===== src/design/rlst_pkg.sv =====
// Shared types, constants and token builder for the run-length segment tokenizer.
package rlst_pkg;

  // Longest segment held by the line store; the byte at LINE_MAX-1 closes it.
  localparam int unsigned LINE_MAX = 4096;
  localparam int unsigned POS_W    = 12;
  localparam int unsigned CNT_W    = 13;
  localparam int unsigned VAL_W    = 8;
  localparam logic [POS_W-1:0] LAST_POS  = POS_W'(LINE_MAX - 1);
  localparam logic [CNT_W-1:0] SHORT_MAX = CNT_W'(256);

  // Burst queue between the detector and the token output.
  localparam int unsigned QDEPTH = 4;
  localparam int unsigned QPTR_W = $clog2(QDEPTH);
  localparam int unsigned QCNT_W = $clog2(QDEPTH + 1);

  typedef enum logic {
    KIND_LITERAL = 1'b0,
    KIND_RUN     = 1'b1
  } tok_kind_e;

  typedef enum logic [2:0] {
    ST_DATA  = 3'b001,
    ST_RUN2  = 3'b010,
    ST_INRUN = 3'b100
  } det_state_e;

  typedef struct packed {
    tok_kind_e         kind;
    logic [CNT_W-1:0]  count;
    logic [POS_W-1:0]  start_offset;
    logic [VAL_W-1:0]  run_value;
    logic              long_form;
    logic              pad_needed;
  } token_t;

  // All tokens caused by one input byte: one or two, the last may close the segment.
  typedef struct packed {
    token_t tok0;
    token_t tok1;
    logic   two;
    logic   seg_done;
  } burst_t;

  function automatic token_t make_token(tok_kind_e kind, logic [CNT_W-1:0] count,
                                        logic [POS_W-1:0] start,
                                        logic [VAL_W-1:0] val);
    token_t t;
    t.kind         = kind;
    t.count        = count;
    t.start_offset = (kind == KIND_RUN) ? '0 : start;
    t.run_value    = (kind == KIND_RUN) ? val : '0;
    t.long_form    = (count > SHORT_MAX);
    t.pad_needed   = (kind == KIND_LITERAL) && count[0];
    return t;
  endfunction

endpackage


===== src/design/rlst_front.sv =====
// Front end: run detector that turns each accepted byte into a burst of tokens.
module rlst_front import rlst_pkg::*; (
  input  logic             clk_i,
  input  logic             rst_ni,
  input  logic             in_valid_i,
  output logic             in_ready_o,
  input  logic [VAL_W-1:0] value_i,
  input  logic             is_last_i,
  input  logic             full_i,
  output logic             push_o,
  output burst_t           burst_o
);

  det_state_e       st_q, st_d, st_n;
  logic             started_q, started_d;
  logic [POS_W-1:0] pos_q, pos_d;
  logic [POS_W-1:0] lit_q, lit_d, lit_n;
  logic [POS_W-1:0] cs_q, cs_d, cs_n;
  logic [VAL_W-1:0] cv_q, cv_d, cv_n;
  logic [POS_W-1:0] pos_cur;
  logic             accept;
  logic             last;
  logic             has_mid;
  token_t           mid_tok;
  token_t           end_tok;
  logic [CNT_W-1:0] end_len;

  assign in_ready_o = !full_i;
  assign accept     = in_valid_i && in_ready_o;

  // Classify the byte against the current candidate run
  always_comb begin
    st_n    = st_q;
    lit_n   = lit_q;
    cs_n    = cs_q;
    cv_n    = cv_q;
    has_mid = 1'b0;
    mid_tok = make_token(KIND_LITERAL, '0, '0, '0);
    pos_cur = pos_q + POS_W'(1);
    if (!started_q) begin
      pos_cur = '0;
      st_n    = ST_DATA;
      lit_n   = '0;
      cs_n    = '0;
      cv_n    = value_i;
    end else begin
      case (st_q)
        ST_RUN2: begin
          if (value_i == cv_q) begin
            st_n = ST_INRUN;
            if (cs_q > lit_q) begin
              has_mid = 1'b1;
              mid_tok = make_token(KIND_LITERAL, {1'b0, cs_q - lit_q}, lit_q, '0);
            end
          end else begin
            st_n = ST_DATA;
            cv_n = value_i;
            cs_n = pos_cur;
          end
        end
        ST_INRUN: begin
          if (value_i != cv_q) begin
            has_mid = 1'b1;
            mid_tok = make_token(KIND_RUN, {1'b0, pos_cur - cs_q}, '0, cv_q);
            st_n    = ST_DATA;
            cv_n    = value_i;
            cs_n    = pos_cur;
            lit_n   = pos_cur;
          end
        end
        default: begin
          if (value_i == cv_q) begin
            st_n = ST_RUN2;
          end else begin
            st_n = ST_DATA;
            cv_n = value_i;
            cs_n = pos_cur;
          end
        end
      endcase
    end
  end

  // Close the segment on the flag or when the line store is full
  always_comb begin
    last = is_last_i || (pos_cur == LAST_POS);
    if (st_n == ST_INRUN) begin
      end_len = {1'b0, pos_cur} + CNT_W'(1) - {1'b0, cs_n};
      end_tok = make_token(KIND_RUN, end_len, '0, cv_n);
    end else begin
      end_len = {1'b0, pos_cur} + CNT_W'(1) - {1'b0, lit_n};
      end_tok = make_token(KIND_LITERAL, end_len, lit_n, '0);
    end
  end

  // Build the burst for the queue
  always_comb begin
    push_o           = accept && (has_mid || last);
    burst_o.tok0     = has_mid ? mid_tok : end_tok;
    burst_o.tok1     = end_tok;
    burst_o.two      = has_mid && last;
    burst_o.seg_done = last;
  end

  // Advance detector state, drop it all at segment end
  always_comb begin
    st_d      = st_q;
    started_d = started_q;
    pos_d     = pos_q;
    lit_d     = lit_q;
    cs_d      = cs_q;
    cv_d      = cv_q;
    if (accept) begin
      if (last) begin
        st_d      = ST_DATA;
        started_d = 1'b0;
        pos_d     = '0;
        lit_d     = '0;
        cs_d      = '0;
        cv_d      = '0;
      end else begin
        st_d      = st_n;
        started_d = 1'b1;
        pos_d     = pos_cur;
        lit_d     = lit_n;
        cs_d      = cs_n;
        cv_d      = cv_n;
      end
    end
  end

  always_ff @(posedge clk_i or negedge rst_ni) begin
    if (!rst_ni) begin
      st_q      <= ST_DATA;
      started_q <= 1'b0;
      pos_q     <= '0;
      lit_q     <= '0;
      cs_q      <= '0;
      cv_q      <= '0;
    end else begin
      st_q      <= st_d;
      started_q <= started_d;
      pos_q     <= pos_d;
      lit_q     <= lit_d;
      cs_q      <= cs_d;
      cv_q      <= cv_d;
    end
  end

`ifndef SYNTH
  a_last_closes: assert property (@(posedge clk_i) disable iff (!rst_ni)
    accept && is_last_i |=> !started_q)
    else $error("segment still open after final byte");

  a_forced_end: assert property (@(posedge clk_i) disable iff (!rst_ni)
    started_q |-> (pos_q != LAST_POS))
    else $error("open segment reached the line store limit");
`endif

endmodule


===== src/design/rlst_queue.sv =====
// Short burst queue that decouples the detector from the token output.
module rlst_queue import rlst_pkg::*; (
  input  logic   clk_i,
  input  logic   rst_ni,
  input  logic   push_i,
  input  burst_t data_i,
  output logic   full_o,
  input  logic   pop_i,
  output logic   empty_o,
  output burst_t head_o
);

  burst_t            mem_q [QDEPTH];
  logic [QPTR_W-1:0] wr_q, wr_d;
  logic [QPTR_W-1:0] rd_q, rd_d;
  logic [QCNT_W-1:0] cnt_q, cnt_d;

  assign full_o  = (cnt_q == QCNT_W'(QDEPTH));
  assign empty_o = (cnt_q == '0);
  assign head_o  = mem_q[rd_q];

  // Advance pointers and fill count
  always_comb begin
    wr_d  = push_i ? wr_q + QPTR_W'(1) : wr_q;
    rd_d  = pop_i ? rd_q + QPTR_W'(1) : rd_q;
    cnt_d = cnt_q;
    if (push_i && !pop_i) begin
      cnt_d = cnt_q + QCNT_W'(1);
    end else if (pop_i && !push_i) begin
      cnt_d = cnt_q - QCNT_W'(1);
    end
  end

  always_ff @(posedge clk_i or negedge rst_ni) begin
    if (!rst_ni) begin
      wr_q  <= '0;
      rd_q  <= '0;
      cnt_q <= '0;
    end else begin
      wr_q  <= wr_d;
      rd_q  <= rd_d;
      cnt_q <= cnt_d;
    end
  end

  // Store the incoming burst
  always_ff @(posedge clk_i) begin
    if (push_i) begin
      mem_q[wr_q] <= data_i;
    end
  end

`ifndef SYNTH
  a_no_overflow: assert property (@(posedge clk_i) disable iff (!rst_ni)
    full_o |-> !push_i)
    else $error("burst queue overflow");

  a_no_underflow: assert property (@(posedge clk_i) disable iff (!rst_ni)
    pop_i |-> !empty_o)
    else $error("burst queue underflow");
`endif

endmodule


===== src/design/rlst_back.sv =====
// Back end: splits bursts into tokens and holds them in the output register.
module rlst_back import rlst_pkg::*; (
  input  logic             clk_i,
  input  logic             rst_ni,
  input  logic             empty_i,
  input  burst_t           head_i,
  output logic             pop_o,
  output logic             out_valid_o,
  input  logic             out_ready_i,
  output logic             kind_o,
  output logic [CNT_W-1:0] count_o,
  output logic [POS_W-1:0] start_offset_o,
  output logic [VAL_W-1:0] run_value_o,
  output logic             long_form_o,
  output logic             pad_needed_o,
  output logic             segment_done_o,
  output logic             burst_last_o
);

  logic   out_valid_q, out_valid_d;
  logic   sel_q, sel_d;
  logic   load;
  logic   last_of_burst;
  token_t cur;
  token_t tok_q;
  logic   seg_q;
  logic   blast_q;

  // Pick the next token of the head burst when the output register frees up
  always_comb begin
    load          = !empty_i && (!out_valid_q || out_ready_i);
    cur           = sel_q ? head_i.tok1 : head_i.tok0;
    last_of_burst = sel_q || !head_i.two;
    pop_o         = load && last_of_burst;
    sel_d         = load ? !last_of_burst : sel_q;
    out_valid_d   = load ? 1'b1 : (out_ready_i ? 1'b0 : out_valid_q);
  end

  always_ff @(posedge clk_i or negedge rst_ni) begin
    if (!rst_ni) begin
      out_valid_q <= 1'b0;
      sel_q       <= 1'b0;
    end else begin
      out_valid_q <= out_valid_d;
      sel_q       <= sel_d;
    end
  end

  // Hold the token payload until taken
  always_ff @(posedge clk_i) begin
    if (load) begin
      tok_q   <= cur;
      seg_q   <= last_of_burst && head_i.seg_done;
      blast_q <= last_of_burst;
    end
  end

  assign out_valid_o    = out_valid_q;
  assign kind_o         = tok_q.kind;
  assign count_o        = tok_q.count;
  assign start_offset_o = tok_q.start_offset;
  assign run_value_o    = tok_q.run_value;
  assign long_form_o    = tok_q.long_form;
  assign pad_needed_o   = tok_q.pad_needed;
  assign segment_done_o = seg_q;
  assign burst_last_o   = blast_q;

`ifndef SYNTH
  a_second_pending: assert property (@(posedge clk_i) disable iff (!rst_ni)
    sel_q |-> (!empty_i && head_i.two))
    else $error("second token selected without a two-token burst");

  a_done_is_last: assert property (@(posedge clk_i) disable iff (!rst_ni)
    out_valid_o && segment_done_o |-> burst_last_o)
    else $error("segment end token not last of its burst");
`endif

endmodule


===== src/design/run_length_segment_tokenizer_top.sv =====
// Top level of the run-length segment tokenizer: detector, burst queue, token output.
//
//   channel  direction  handshake              payload
//   in       sink       in_valid_i/in_ready_o   value_i, is_last_i
//   out      source     out_valid_o/out_ready_i kind_o, count_o, start_offset_o, run_value_o,
//                                               long_form_o, pad_needed_o, segment_done_o,
//                                               burst_last_o
//
// One byte is taken per cycle unless the burst queue is full; the detector classifies it
// in the cycle it is taken. Tokens leave one per cycle from the output register while
// out_ready_i is high, so a byte that causes two tokens holds the output for both in turn;
// the four-entry burst queue absorbs this. in_ready_o drops only while that queue is full.
// After reset no segment is open and the block takes bytes at once; no clearing pass.
// The byte at offset 4095 closes its segment whatever is_last_i says.
module run_length_segment_tokenizer_top import rlst_pkg::*; (
  input  logic             clk_i,
  input  logic             rst_ni,
  input  logic             in_valid_i,
  output logic             in_ready_o,
  input  logic [VAL_W-1:0] value_i,
  input  logic             is_last_i,
  output logic             out_valid_o,
  input  logic             out_ready_i,
  output logic             kind_o,
  output logic [CNT_W-1:0] count_o,
  output logic [POS_W-1:0] start_offset_o,
  output logic [VAL_W-1:0] run_value_o,
  output logic             long_form_o,
  output logic             pad_needed_o,
  output logic             segment_done_o,
  output logic             burst_last_o
);

  logic   push;
  logic   full;
  logic   pop;
  logic   empty;
  burst_t burst;
  burst_t head;

  rlst_front u_front (
    .clk_i      (clk_i),
    .rst_ni     (rst_ni),
    .in_valid_i (in_valid_i),
    .in_ready_o (in_ready_o),
    .value_i    (value_i),
    .is_last_i  (is_last_i),
    .full_i     (full),
    .push_o     (push),
    .burst_o    (burst)
  );

  rlst_queue u_queue (
    .clk_i   (clk_i),
    .rst_ni  (rst_ni),
    .push_i  (push),
    .data_i  (burst),
    .full_o  (full),
    .pop_i   (pop),
    .empty_o (empty),
    .head_o  (head)
  );

  rlst_back u_back (
    .clk_i          (clk_i),
    .rst_ni         (rst_ni),
    .empty_i        (empty),
    .head_i         (head),
    .pop_o          (pop),
    .out_valid_o    (out_valid_o),
    .out_ready_i    (out_ready_i),
    .kind_o         (kind_o),
    .count_o        (count_o),
    .start_offset_o (start_offset_o),
    .run_value_o    (run_value_o),
    .long_form_o    (long_form_o),
    .pad_needed_o   (pad_needed_o),
    .segment_done_o (segment_done_o),
    .burst_last_o   (burst_last_o)
  );

endmodule


===== config.mk =====
export PLATFORM = sky130hd
export DESIGN_NAME = run_length_segment_tokenizer_top
export DESIGN_NICKNAME = d
export VERILOG_FILES = /design/src/design/rlst_pkg.sv /design/src/design/rlst_front.sv /design/src/design/rlst_queue.sv /design/src/design/rlst_back.sv /design/src/design/run_length_segment_tokenizer_top.sv
export SDC_FILE = /design/constraint.sdc
export NUM_CORES = 1
export LEC_CHECK = 0
export CORE_MARGIN = 5
export CORE_UTILIZATION = 60
export CTS_CLUSTER_DIAMETER = 120
export DETAILED_ROUTE_END_ITERATION = 10
export DONT_BUFFER_PORTS = 1
export GPL_ROUTABILITY_DRIVEN = 0
export PLACE_DENSITY = 0.76
export SLEW_MARGIN = 40
export SYNTH_ARGS = -nofsm -noshare
export SYNTH_HDL_FRONTEND = slang
export SYNTH_HIERARCHICAL = 1
export SYNTH_SLANG_ARGS = --single-unit

===== constraint.sdc =====
create_clock -name clk_i -period 6 [get_ports clk_i]
set_clock_uncertainty 0.15 [all_clocks]
set_input_delay 1.2 -clock clk_i [delete_from_list [all_inputs] [get_ports clk_i]]
set_output_delay 1.2 -clock clk_i [all_outputs]
set_load 0.02 [all_outputs]

# Word level (Yosys, flattened, before mapping)
# Memory sizes are Yosys's and may differ from the RTL's.
# Cells that the tools add are included.
[word_totals]
register_bits = 95
latch_bits = 0
ram_bits = 296
romBits = 0
input_bits = 13
output_inout_bits = 40
elab_cells = 106
mem_count = 1
[op_classes]
addsub = 10
multipliers = 0
div_mod_pow = 0
magnitude_cmp = 5
n_eq_ne = 7
shift = 0
muxes = 42
bitwise_logic = 0
n_reduce_logical = 22
[mem_list]
columns = ["memory", "depth", "word_bits", "read_ports", "rd_clocked_by_memory_dff", "wr", "line", "rtl"]
rows = [
  ["u_queue.mem_q", 4, 74, 1, 0, 1, "rlst_queue.sv:13", "burst_t mem_q [QDEPTH];"],
]
[op_table]
columns = ["operator", "count"]
rows = [
  ["$mux 36", 6],
  ["$mux 12", 11],
  ["$pmux 36 s2", 1],
  ["$mux 8", 5],
  ["$mux 34", 1],
  ["$gt 13x9->1 const B", 2],
  ["$sub 13x12->13", 2],
  ["$gt 12x9->1 const B", 2],
  ["$sub 12x12->12", 2],
  ["$mux 3", 6],
  ["$add 12x1->13 const B", 1],
  ["$add 12x1->12 const B", 1],
  ["$eq 12x12->1 const B", 1],
  ["$gt 12x12->1", 1],
  ["$eq 3x3->1 const B", 3],
  ["$mux 1", 9],
  ["$eq 8x8->1", 1],
  ["$logic_and 1x1->1", 8],
  ["$ne 8x8->1", 1],
  ["$logic_not 1->1", 7],
  ["$pmux 3 s2", 1],
  ["$add 2x1->2 const B", 2],
  ["$logic_or 1x1->1", 4],
  ["$reduce_bool 2->1", 2],
  ["6 further kinds", 6],
]

# Depth between registers and ports, before layout
# Gate-level depths: netlist of run 1.
[depth]
ltp_word = 11
depth_mapped = 21
mapped_depth_nobuf = 20

# Cells and area by module
# Netlist of run 1, hierarchy kept.
[modules_own_cells]
columns = ["mod", "instances", "cells_per_inst", "area_each_um2", "seq_area_each_um2"]
rows = [
  ["rlst_queue", 1, 421, 11116.9, 9063.7],
  ["rlst_front", 1, 792, 6052.1, 1202.4],
  ["rlst_back", 1, 89, 1828.0, 1191.1],
]

# Worst setup path before layout of run 1
# OpenSTA, ideal clock, no wires.
[synth_path]
path_kind = "in2reg"
startpoint = "input port value_i[1]"
endpoint = "memory u_queue/mem_q[1][0] (netlist name) (enable)"
setup_ps = 440
arrival_time_ps = 5005
required_time_ps = 5410
path_slack_ps = 405
path_stages = 10
path_buffers = 2
path_cell_list = "xor2_1 nor4_1 nand2_1 clkbuf_1 nor4_1 o31ai_2 a21o_2 buf_2 a21oi_1 and2_1"
[synth_between]
elab_chain_len = 8
elab_cells_between_ends = 10
classes_between = "eq/ne: 2; mux: 6; reduce/logical: 2"
[synth_lines]
columns = ["element", "line", "rtl"]
rows = [
  ["start, declared", "run_length_segment_tokenizer_top.sv:20", "input logic [VAL_W-1:0] value_i,"],
  ["$ne 8x8->1 or $eq 8x8->1 (tied branches)", "rlst_front.sv:62, rlst_front.sv:49", ""],
  ["$mux 1 (on tied branches)", "rlst_front.sv:62, rlst_front.sv:49", ""],
  ["$pmux 1 s2 *", "rlst_front.sv:47", "case (st_q)"],
  ["$mux 1 *", "rlst_front.sv:40", "if (!started_q) begin"],
  ["$logic_or 1x1->1 *", "rlst_front.sv:98", "push_o = accept && (has_mid || last);"],
  ["$logic_and 1x1->1 *", "rlst_front.sv:98", ""],
  ["net push", "run_length_segment_tokenizer_top.sv:34", "logic push;"],
  ["$mux 1 *", "rlst_queue.sv:48", "if (push_i) begin"],
  ["$mux 1 (implied by the code) *", "rlst_queue.sv:49", "mem_q[wr_q] <= data_i;"],
  ["end, declared", "rlst_queue.sv:13", ""],
]
# Mark *: on every way through the listed nets, which the timed path passes. The rest lies on a longest branch.

==> results of run 1 <==
==> cell type report <==
class,instances,area (um^2)
flip-flops and latches,391,11500
inverters,52,195
well taps,402,503
repair buffers,27,265
multi-input cells,793,6890
fillers,2141,10800
clock buffers,56,1110
clock inverters,18,199
==> sequential cells by signal (all words and copies together) (netlist names) <==
register	flops
u_back/pad_needed_o	1
u_queue/mem_q	296
u_back/run_value_o	8
u_back/start_offset_o	12
u_back/segment_done_o	1
u_back/long_form_o	1
u_queue/rd_q	2
u_queue/wr_q	2
u_front/lit_q	12
u_front/cv_q	8
u_back/kind_o	1
u_back/sel_q	1
u_back/count_o	13
u_front/st_q	3
u_front/cs_q	12
u_front/started_q	1
u_back/out_valid_o	1
u_queue/cnt_q	3
u_front/pos_q	12
u_back/burst_last_o	1
==> path summary, 6_finish.rpt <==
kind                                  start                   end  slack [ns]  cells after the start
setup reg to reg           u_front/pos_q[1]  u_queue/mem_q[3][39]        0.46                     17
min in group clk_i          u_front/st_q[0]       u_front/st_q[0]        0.33                      2
hold reg to reg             u_front/st_q[0]       u_front/st_q[0]        0.33                      2
setup / recovery           u_front/pos_q[1]  u_queue/mem_q[3][39]        0.46                     17
max in group asynchronous            rst_ni       u_front/st_q[0]        5.31                      0
hold / removal                       rst_ni       u_front/cs_q[0]        0.20                      0
==> through the flow <==
step	instance area, um^2	utilization, %	std cells	setup WS (ns)
2_1_floorplan	19000	-	1302	0.405
3_3_place_gp	19300	61.5	1664	0.349
3_5_place_dp	19300	61.5	1664	0.152
4_1_cts	20600	65.7	1738	0.607
5_1_grt	20600	65.7	1739	0.253
6_report	20600	65.7	1739	0.458
==> cells in the mapped netlist, drive strengths merged, types with 11 or more instances <==
library cell  number  area share [%]
nor2              58             1.1
o22ai             20            0.66
mux4              74             8.8
clkbuf            33            0.70
nand2            122             2.4
buf               33             1.8
mux2              45             3.3
nand3             35            0.92
xor2              33             1.6
ha                55             3.6
o21a              11            0.43
xnor2             39             1.9
a21oi             30            0.79
inv               52             1.0
and2              26            0.86
o31ai             24            0.97
nor3              14            0.40
o21ai             45             1.2
dfrtp             56             7.4
edfxtp           334              53
and3              20            0.66
o211ai            14            0.55
==> kinds of logic (layout without fill, tap and decap cells) <==
group,after synthesis,in the layout,share of synthesized area [%]
AOI/OAI and AO/OA,206,206,7.46
xor gates and xnor gates,72,72,3.44
adders and majority gates,60,60,4.15
buffers and inverters,118,153,3.58
DFF,391,391,60.3
muxes,125,125,12.3
and+or+nand+nor,330,330,8.71
==> cells in the final DEF (no fill, tap or decap), types with 29 or more instances in the layout <==
| cell type | netlist | layout |
|---|---|---|
| edfxtp_1 | 334 | 334 |
| nand2_1 | 120 | 119 |
| mux4_2 | 74 | 74 |
| nor2_1 | 58 | 58 |
| ha_1 | 55 | 55 |
| dfrtp_1 | 56 | 52 |
| inv_1 | 51 | 51 |
| clkbuf_16 | 0 | 42 |
| o21ai_0 | 38 | 38 |
| xnor2_1 | 37 | 37 |
| nand3_1 | 35 | 35 |
| xor2_1 | 32 | 32 |
| mux2_4 | 30 | 30 |
| a21oi_1 | 30 | 29 |
==> power by group through the flow <==
stage | Clock (mW) | Sequential [mW] | Combinational, mW
after floorplan | 0 | 3.93 | 2.07
after global placement | 0 | 4.08 | 2.34
after detailed placement | 0 | 4.10 | 2.39
after CTS | 2.49 | 4.05 | 2.41
after global routing | 2.61 | 4.04 | 2.66
final | 2.44 | 3.99 | 2.47
==> worst max-delay path, cell delays in order, from the launching register on <==
cell	delay, ns
dfrtp_1	0.46
ha_1	0.58
inv_1	0.31
nor2_1	0.22
ha_1	0.24
nand2_1	0.09
or4b_4	0.57
and2b_2	0.25
xnor2_1	0.23
ha_1	0.36
and3_1	0.20
a221oi_1	0.31
nor2b_1	0.09
a311oi_1	0.31
xnor2_1	0.19
nand4_1	0.11
o31a_2	0.37
o21a_1	0.24
==> per-layer routing <==
metal / part of all wire, % / track usage (%) / vias to the layer above
met2: 47 / 37.2 / 514
met3: 7.9 / 4.65 / 80
met5: 0 / 0 / -
met4: 2.6 / 6.10 / 0
li1: - / - / 5013
met1: 42 / 33.6 / 5572
==> summary.md, run 1 <==
| Metric | Value |
|---|---|
| Status | finished clean |
| Global-route wire length before repair | 64,500 um |
| Period utilization | 92.4% |
| Fmax | 180 MHz |
| CTS Root Cell | clkbuf_16 |
| Cell Int Power | 6.22 mW |
| Setup bufs post-CTS | 0 |
| Worst Setup Start Kind | flip-flop |
| Iter 0 DRT Violations | 1,093 |
| Sequential area share after synthesis | 60.3% |
| Final hold slack | 0.203 ns |
| Power per cell area | 431 nW/um^2 |
| RSZ-0062 raised after global routing | false |
| Initial Utilization | 60.5% |
| CTS Buffer Depth | 3 |
| Clk pwr share | 27.4% |
| EDFF count, synth | 334 |
| Synthesis-to-layout area growth | 8.63% |
| Primary FF master, synth | edfxtp_1 |
| Setup CP Type | flip-flop to flip-flop |
| Clock-pin slew on the worst setup and hold paths | 0.07 ns |
| Core region area | 31,400 um^2 |
| Die H | 188 um |
| Layout cells sized above 1 | 17.9% |
| Psw | 2.69 mW |
| Average size of a mapped cell | 14.6 um^2 |
| Slew HR | 45.3% |
| Routed len/inst | 23.6 um |
| Port bufs | 0 |
| CTS tree | done |
| Synth cell types | 85 |
| Diodes inserted | 0 |
| Max Slew Vio Count | 0 |
| Die area | 35,300 um^2 |
| Syn Nets | 1,375 |
| Synth Cell Area | 19,000 um^2 |
| Die width | 188 um |
| Warnings from Yosys | 6 |
| VDD IR max | 287 uV |
| Crit path DAT | 5.67 ns |
| Total CTS buffers | 41 |
| Clk sink count | 391 |
| Routed Antenna Nets | 0 |
| Part of the power in registers | 44.8% |
| HPWL Detailed | 26,900 um |
| Largest net degree at the start of global routing | 66 |
| Gate power share | 27.7% |
| Number of H-tree levels | 2 |
| Sw frac | 30.2% |
| Via Count | 11.2k |
| Tot Pwr | 8.90 mW |
| Max_cap viols | 0 |
| Detailed Route WL | 41,100 um |
| CP Capture Type | flip-flop |
| Req. time, crit path | 6.13 ns |
| Gate Count Post-Synth | 1,302 |
| First-pass iteration count of the detailed router | 8 |
| Leakage power | 7.49 nW |
| Final hold violations | 0 |
| Flops & latches, synth | 391 |
| Resized cells post-CTS | 0 |
| Worst skew pair latency | 0.54 ns |
| Std-Cell Rows | 65 |
| Hold buffer count at CTS | 0 |
| Setup TNS Final | 0 ns |
| Initial antenna violation count | 0 |
| Final Critical Period | 5.54 ns |
| Fin nets | 1,379 |
| I/O Pins | 53 |
| Drc violations | 0 |
| Crit Path Max Fanout | 8 |
| All-Layer GR Usage | 23.4% |
| Grt total ovfl | 0 |
| Post-synthesis async set-or-reset flop share | 14.6% |
| Endpoints failing setup | 0 |
| Routed vias/inst | 6.43 |
| Worst-margin pin slew | 0.821 ns |
| Vias in the first global route | 11.1k |
| HP Class | primary input to asynchronous set/reset pin |
Power figures use the tool's default switching activity.
==> run 2, diff against run 1 <==
--- a/config.mk
+++ b/config.mk
@@ -5,13 +5,16 @@
 export SDC_FILE = /design/constraint.sdc
 export NUM_CORES = 1
 export LEC_CHECK = 0
+export CELL_PAD_IN_SITES_DETAIL_PLACEMENT = 1
+export CELL_PAD_IN_SITES_GLOBAL_PLACEMENT = 1
 export CORE_MARGIN = 5
-export CORE_UTILIZATION = 60
+export CORE_UTILIZATION = 54
 export CTS_CLUSTER_DIAMETER = 120
 export DETAILED_ROUTE_END_ITERATION = 10
 export DONT_BUFFER_PORTS = 1
 export GPL_ROUTABILITY_DRIVEN = 0
-export PLACE_DENSITY = 0.76
+export PLACE_DENSITY = 0.8
+export RECOVER_POWER = 25
 export SLEW_MARGIN = 40
 export SYNTH_ARGS = -nofsm -noshare
 export SYNTH_HDL_FRONTEND = slang
==> summary.md, run 2 (same netlist as run 1, synthesis figures left out) <==
| Metric | Value |
|---|---|
| Drc violations | 0 (unchanged) |
| M1 GR Usage | 36.3% (+2.6 points) |
| VDD IR max | 385 uV (+34%) |
| Crit Path Max Fanout | 8 (unchanged) |
| Final hold violations | 0 (unchanged) |
| Sw frac | 32.6% (+2.4 points) |
| Worst Setup Start Kind | flip-flop |
| Clock-pin slew on the worst setup and hold paths | 0.06 ns (about the same) |
| Die area | 39,000 um^2 (+11%) |
| Routed Antenna Nets | 0 (unchanged) |
| Setup TNS Final | 0 ns (unchanged) |
| Routed vias/inst | 6.54 (+1.7%) |
| Critical Path Max Stage Delay | 0.69 ns (+0.11 ns) |
| Commonest non-fill, non-tap cell in the layout | edfxtp_1 |
| Port bufs | 0 (unchanged) |
| HPWL Detailed | 32,700 um (+21%) |
| Worst-margin pin slew | 2.77 ns (+1.95 ns) |
| Cell chain of the critical path | ha_1, nand3_1, xnor2_2, nand3_1, or4b_2, nor4_1, xnor2_1, ha_1, a21o_1, a221oi_1, nor2b_1, a311oi_1, xnor2_1, nand4_1, o31a_2, o21a_1 |
| Synthesis-to-layout area growth | 8.61% (about the same) |
| Worst skew pair latency | 0.56 ns (+0.02 ns) |
| Die width | 198 um (+5.1%) |
| Most flops, register | u_queue/mem_q |
| Cell class contributing the biggest share of worst-path delay | simple AND/OR/NAND/NOR gates |
| Clk sink count | 391 (unchanged) |
| Period utilization | 94.5% (+2.2 points) |
| Final hold slack | 0.195 ns (-0.00820 ns) |
| Detailed Route WL | 53,300 um (+30%) |
| Psw | 2.98 mW (+11%) |
| Req. time, crit path | 6.13 ns (about the same) |
| GR Util met3 | 6.12% (+1.5 points) |
| I/O Pins | 53 (unchanged) |
| Max Slew Vio Count | 99 (+99) |
| Cell Int Power | 6.14 mW (-1.2%) |
| Met2 GRT Util | 45.8% (+8.6 points) |
| Slew HR | -84.8% (-130 points) |
| Dpl cells | 1,724 (+3.6%) |
| Largest net degree at the start of global routing | 66 (unchanged) |
| Setup CP Type | flip-flop to flip-flop |
| Routed len/inst | 29.6 um (+25%) |
| Crit path DAT | 5.80 ns (+0.13 ns) |
| Initial antenna violation count | 2 (+2) |
| Tot Pwr | 9.12 mW (+2.4%) |
| Vias in the first global route | 12.5k (+13%) |
| Worst slack, placed | 0.160 ns (+0.00846 ns) |
| HP Class | primary input to asynchronous set/reset pin |
| Initial Utilization | 54.9% (-5.7 points) |
| First-pass iteration count of the detailed router | 5 (-3) |
| Total CTS buffers | 41 (unchanged) |
| CTS Buffer Depth | 3 (unchanged) |
| Leakage power | 7.41 nW (-1.1%) |
| CP Capture Type | flip-flop |
| RSZ-0062 raised after global routing | false |
| CTS tree | done |
| Reg area | 11,500 um^2 (about the same) |
| Std-Cell Rows | 68 (+4.6%) |
| Failing checks | capacitance limit, slew limit |
| Clk pwr share | 28.2% (+0.8 points) |
| Max_cap viols | 3 (+3) |
| Iter 0 DRT Violations | 985 (-9.9%) |
| Number of flip-flops under the largest register name | 296 (unchanged) |
| Part of the power in registers | 44.5% (-0.3 points) |
| Status | complete, but fails checks |
| Power per cell area | 442 nW/um^2 (+2.4%) |
| Fmax | 176 MHz (-2.3%) |
| Slowest-stage cell, CP | or4b_2 |
| Finished Layout Cells | 1,800 (+3.5%) |
| Area of the multi-input gates | 6770 um^2 (-1.8%) |
| Grt total ovfl | 0 (unchanged) |
| Fin util | 59.6% (-6.2 points) |
| Gr busiest metal | met2 |
| All-Layer GR Usage | 27.6% (+4.3 points) |
| Final Cell Area | 20,600 um^2 (about the same) |
| Via Count | 11.8k (+5.2%) |
| Fin nets | 1,385 (+0.44%) |
| Layout cells sized above 1 | 15.8% (-2.1 points) |
| Global-route wire length before repair | 81,100 um (+26%) |
| Area after DPL | 19,400 um^2 (+0.68%) |
| Endpoints failing setup | 0 (unchanged) |
| Gate power share | 27.3% (-0.4 points) |
| CTS Root Cell | clkbuf_16 |
| Number of H-tree levels | 2 (unchanged) |
| Final Critical Period | 5.67 ns (+0.129 ns) |
| Fillcell total | 3,211 (+50%) |
| Commonest non-fill, non-tap cells in the layout | 334 x edfxtp_1, 120 x nand2_1, 74 x mux4_2 |
| Setup bufs post-CTS | 0 (unchanged) |
| WP buf/inv | 0 (-1) |
| Final setup margin | 0.329 ns (-0.129 ns) |
| Core region area | 34,600 um^2 (+10%) |
| Die H | 198 um (+5.1%) |
run 2: cell type report:
class	count	share of cell area (%)
Sequential cell	391	55.6
Multi-Input combinational cell	793	32.8
Clock buffer	56	5.54
Tap cell	455	2.76
Timing Repair Buffer	33	1.35
Clock inverter	19	1.01
Inverter	52	0.946
Antenna cell	1	0.0121
run 2: path summary, 6_finish.rpt:
kind                             startpoint  slack, ns  cells past startpoint                   end
max                        u_front/pos_q[1]       0.33                     16  u_queue/mem_q[3][39]
min                                  rst_ni       0.20                      0       u_queue/rd_q[1]
max reg2reg                u_front/pos_q[1]       0.33                     16  u_queue/mem_q[3][39]
min reg2reg                u_queue/cnt_q[2]       0.35                      1      u_queue/cnt_q[2]
max in group asynchronous            rst_ni       5.31                      0       u_front/st_q[0]
min in group clk_i         u_queue/cnt_q[2]       0.35                      1      u_queue/cnt_q[2]
run 2: per-layer routing:
metal  vias to the layer above  wire length (um)
li1                       5016                 -
met1                      6022             20400
met2                       599             26400
met3                       124              4470
met4                         2              1940
met5                         -                13
run 2: repair_timing:
action | 4_1_cts | 5_1_grt
hold buffers | 0 | 0
gates resized for setup | 0 | 2
endpoints found under the setup margin | 0 | 8
run 2: power groups by stage:
| stage | clock network [mW] | registers, mW | logic [mW] |
|---|---|---|---|
| after global routing | 2.75 | 4.09 | 2.66 |
| after CTS | 2.60 | 4.07 | 2.64 |
| after global placement | 0 | 4.09 | 2.37 |
| final | 2.57 | 4.05 | 2.49 |
| after floorplan | 0 | 3.93 | 2.07 |
| after detailed placement | 0 | 4.09 | 2.54 |
==> run 3, diff against run 2 <==
--- a/config.mk
+++ b/config.mk
@@ -10,11 +10,14 @@
 export CORE_MARGIN = 5
 export CORE_UTILIZATION = 54
 export CTS_CLUSTER_DIAMETER = 120
+export CTS_CLUSTER_SIZE = 30
 export DETAILED_ROUTE_END_ITERATION = 10
 export DONT_BUFFER_PORTS = 1
 export GPL_ROUTABILITY_DRIVEN = 0
 export PLACE_DENSITY = 0.8
 export RECOVER_POWER = 25
+export REMOVE_ABC_BUFFERS = 1
+export SETUP_SLACK_MARGIN = 0.3
 export SLEW_MARGIN = 40
 export SYNTH_ARGS = -nofsm -noshare
 export SYNTH_HDL_FRONTEND = slang
==> summary.md, run 3 (same netlist as run 1, synthesis figures left out) <==
| Metric | Value |
|---|---|
| Grt total ovfl | 0 (unchanged) |
| Status | complete, but fails checks |
| Crit Path Max Fanout | 8 (unchanged) |
| Layout cells sized above 1 | 13.0% (-2.8 points) |
| M1 GR Usage | 31.5% (-4.8 points) |
| Drc violations | 0 (unchanged) |
| Clk sink count | 391 (unchanged) |
| Sw frac | 33.2% (+0.57 points) |
| Fin nets | 1,358 (-1.9%) |
| Port bufs | 0 (unchanged) |
| All-Layer GR Usage | 23.2% (-4.4 points) |
| Vias in the first global route | 11.9k (-5.4%) |
| Worst Setup Start Kind | flip-flop |
| Diodes inserted | 0 (-1) |
| Period utilization | 91.0% (-3.6 points) |
| RSZ-0062 raised after global routing | false |
| Via Count | 11.0k (-6.1%) |
| Worst skew pair latency | 0.55 ns (about the same) |
| Req. time, crit path | 6.14 ns (about the same) |
| Gr busiest metal | met2 |
| Power per cell area | 393 nW/um^2 (-11%) |
| Number of flip-flops under the largest register name | 296 (unchanged) |
| Fillcell total | 3,262 (+1.6%) |
| Routed len/inst | 26.0 um (-12%) |
| Synthesis-to-layout area growth | 4.18% |
| Most flops, register | u_queue/mem_q |
| Tot Pwr | 7.78 mW (-15%) |
| CTS tree | done |
| VDD IR max | 479 uV (+24%) |
| CTS Buffer Depth | 3 (unchanged) |
| HP Class | primary input to asynchronous set/reset pin |
| Die width | 198 um (unchanged) |
| Cell Int Power | 5.20 mW (-15%) |
| Number of H-tree levels | 1 (-1) |
| Worst-margin pin slew | 2.71 ns (-0.0616 ns) |
| Part of the power in registers | 51.6% (+7.1 points) |
| Die area | 39,000 um^2 (unchanged) |
| Initial antenna violation count | 0 (-2) |
| Max_cap viols | 3 (unchanged) |
| Initial Utilization | 54.9% (unchanged) |
| Largest net degree at the start of global routing | 75 (+14%) |
| Die H | 198 um (unchanged) |
| CP Capture Type | flip-flop |
| Hold buffer count at CTS | 0 (unchanged) |
| Std-Cell Rows | 68 (unchanged) |
| Setup CP Type | flip-flop to flip-flop |
| I/O Pins | 53 (unchanged) |
| Global-route wire length before repair | 70,400 um (-13%) |
| Commonest non-fill, non-tap cell in the layout | edfxtp_1 |
| HPWL Detailed | 31,400 um (-3.9%) |
| Core region area | 34,600 um^2 (unchanged) |
| Detailed Route WL | 45,500 um (-15%) |
| Psw | 2.59 mW (-13%) |
| Gate power share | 30.7% (+3.4 points) |
| Total CTS buffers | 17 (-59%) |
| GR Util met3 | 2.40% (-3.7 points) |
| Slew HR | -80.7% (+4.1 points) |
| Crit path DAT | 5.59 ns (-0.21 ns) |
| First-pass iteration count of the detailed router | 5 (unchanged) |
| Final hold slack | 0.182 ns (-0.0129 ns) |
| CTS Root Cell | clkbuf_16 |
| Endpoints failing setup | 0 (unchanged) |
| Leakage power | 6.99 nW (-5.6%) |
| Final Critical Period | 5.46 ns (-0.213 ns) |
| Clock-pin slew on the worst setup and hold paths | 0.12 ns (+0.06 ns) |
| Routed vias/inst | 6.30 (-3.5%) |
| Failing checks | capacitance limit, slew limit |
| Clk pwr share | 17.7% (-10 points) |
| Max Slew Vio Count | 93 (-6.1%) |
| Routed Antenna Nets | 0 (unchanged) |
| Iter 0 DRT Violations | 876 (-11%) |
| Fmax | 183 MHz (+3.9%) |
| Commonest non-fill, non-tap cells in the layout | 334 x edfxtp_1, 119 x nand2_1, 74 x mux4_2 |
| Fin util | 57.2% (-2.4 points) |
| Final hold violations | 0 (unchanged) |
| Met2 GRT Util | 40.5% (-5.3 points) |
-- run 3: cell types whose count changed in the layout (fill, tap and decap cells not counted), sizes merged --
| cell | delta |
|---|---|
| clkinvlp | -3 |
| bufinv | -3 |
| diode | -1 |
| inv | +1 |
| clkbuf | -30 |
| buf | -2 |
| clkinv | -11 |
-- run 3: worst paths after layout --
path / startpoint / end / slack (ns) / depth (start not counted)
min reg2reg: u_front/st_q[0] / u_front/st_q[0] / 0.36 / 2
max in group asynchronous: rst_ni / u_front/st_q[0] / 5.33 / 0
min in group clk_i: u_front/st_q[0] / u_front/st_q[0] / 0.36 / 2
min: rst_ni / u_front/started_q / 0.18 / 0
max reg2reg: u_front/pos_q[1] / u_queue/mem_q[1][39] / 0.54 / 17
max: u_front/pos_q[1] / u_queue/mem_q[1][39] / 0.54 / 17
-- run 3: final cells by class --
class,instances,area [um^2],area share (%)
Clock buffer,27,463,2.34
Clock inverter,3,42.5,0.215
Tap cell,455,569,2.88
Inverter,52,195,0.986
Timing Repair Buffer,30,280,1.42
Multi-Input combinational cell,793,6780,34.2
Sequential cell,391,11500,57.9
-- run 3: critical path: stages, from the launching register on --
cell	delay (ns)
dfrtp_1	0.49
ha_1	0.47
inv_1	0.24
nor2_1	0.20
ha_1	0.28
nand2_1	0.12
or4b_1	0.63
and2b_2	0.27
xnor2_1	0.17
ha_1	0.34
and3_1	0.20
a221oi_1	0.32
nor2b_1	0.09
a311oi_1	0.30
xnor2_1	0.18
nand4_1	0.13
o31a_2	0.37
o21a_1	0.23
-- run 3: repair_timing --
item	CTS	global route
resized for setup	0	1
setup buffers	0	0
endpoints found under the setup margin	0	4
-- run 3: per-layer routing --
| metal | share of wire [%] | wire (um) |
|---|---|---|
| met1 | 42 | 19200 |
| met2 | 51 | 23200 |
| met3 | 3.7 | 1690 |
| met4 | 3.0 | 1380 |
| met5 | 0 | 0 |
-- run 3: stage by stage --
step / std cells / setup TNS, ns / worst slack [ns] / area [um^2]
after floorplan: 1236 / 0 / 0.107 / 18500
after global placement: 1720 / 0 / 0.281 / 19400
after detailed placement: 1721 / -0.0663 / -0.0166 / 19400
after CTS: 1751 / 0 / 0.544 / 19900
after global routing: 1751 / 0 / 0.284 / 19800
final: 1751 / 0 / 0.542 / 19800
-- run 3: power groups by stage --
| stage | clock network (mW) | logic [mW] | registers [mW] |
|---|---|---|---|
| finish | 1.38 | 2.39 | 4.02 |
| global route | 1.53 | 2.57 | 4.06 |
| CTS | 1.41 | 2.57 | 4.03 |
| detailed placement | 0 | 2.56 | 4.09 |
| global placement | 0 | 2.43 | 4.05 |
| floorplan | 0 | 1.73 | 4.17 |
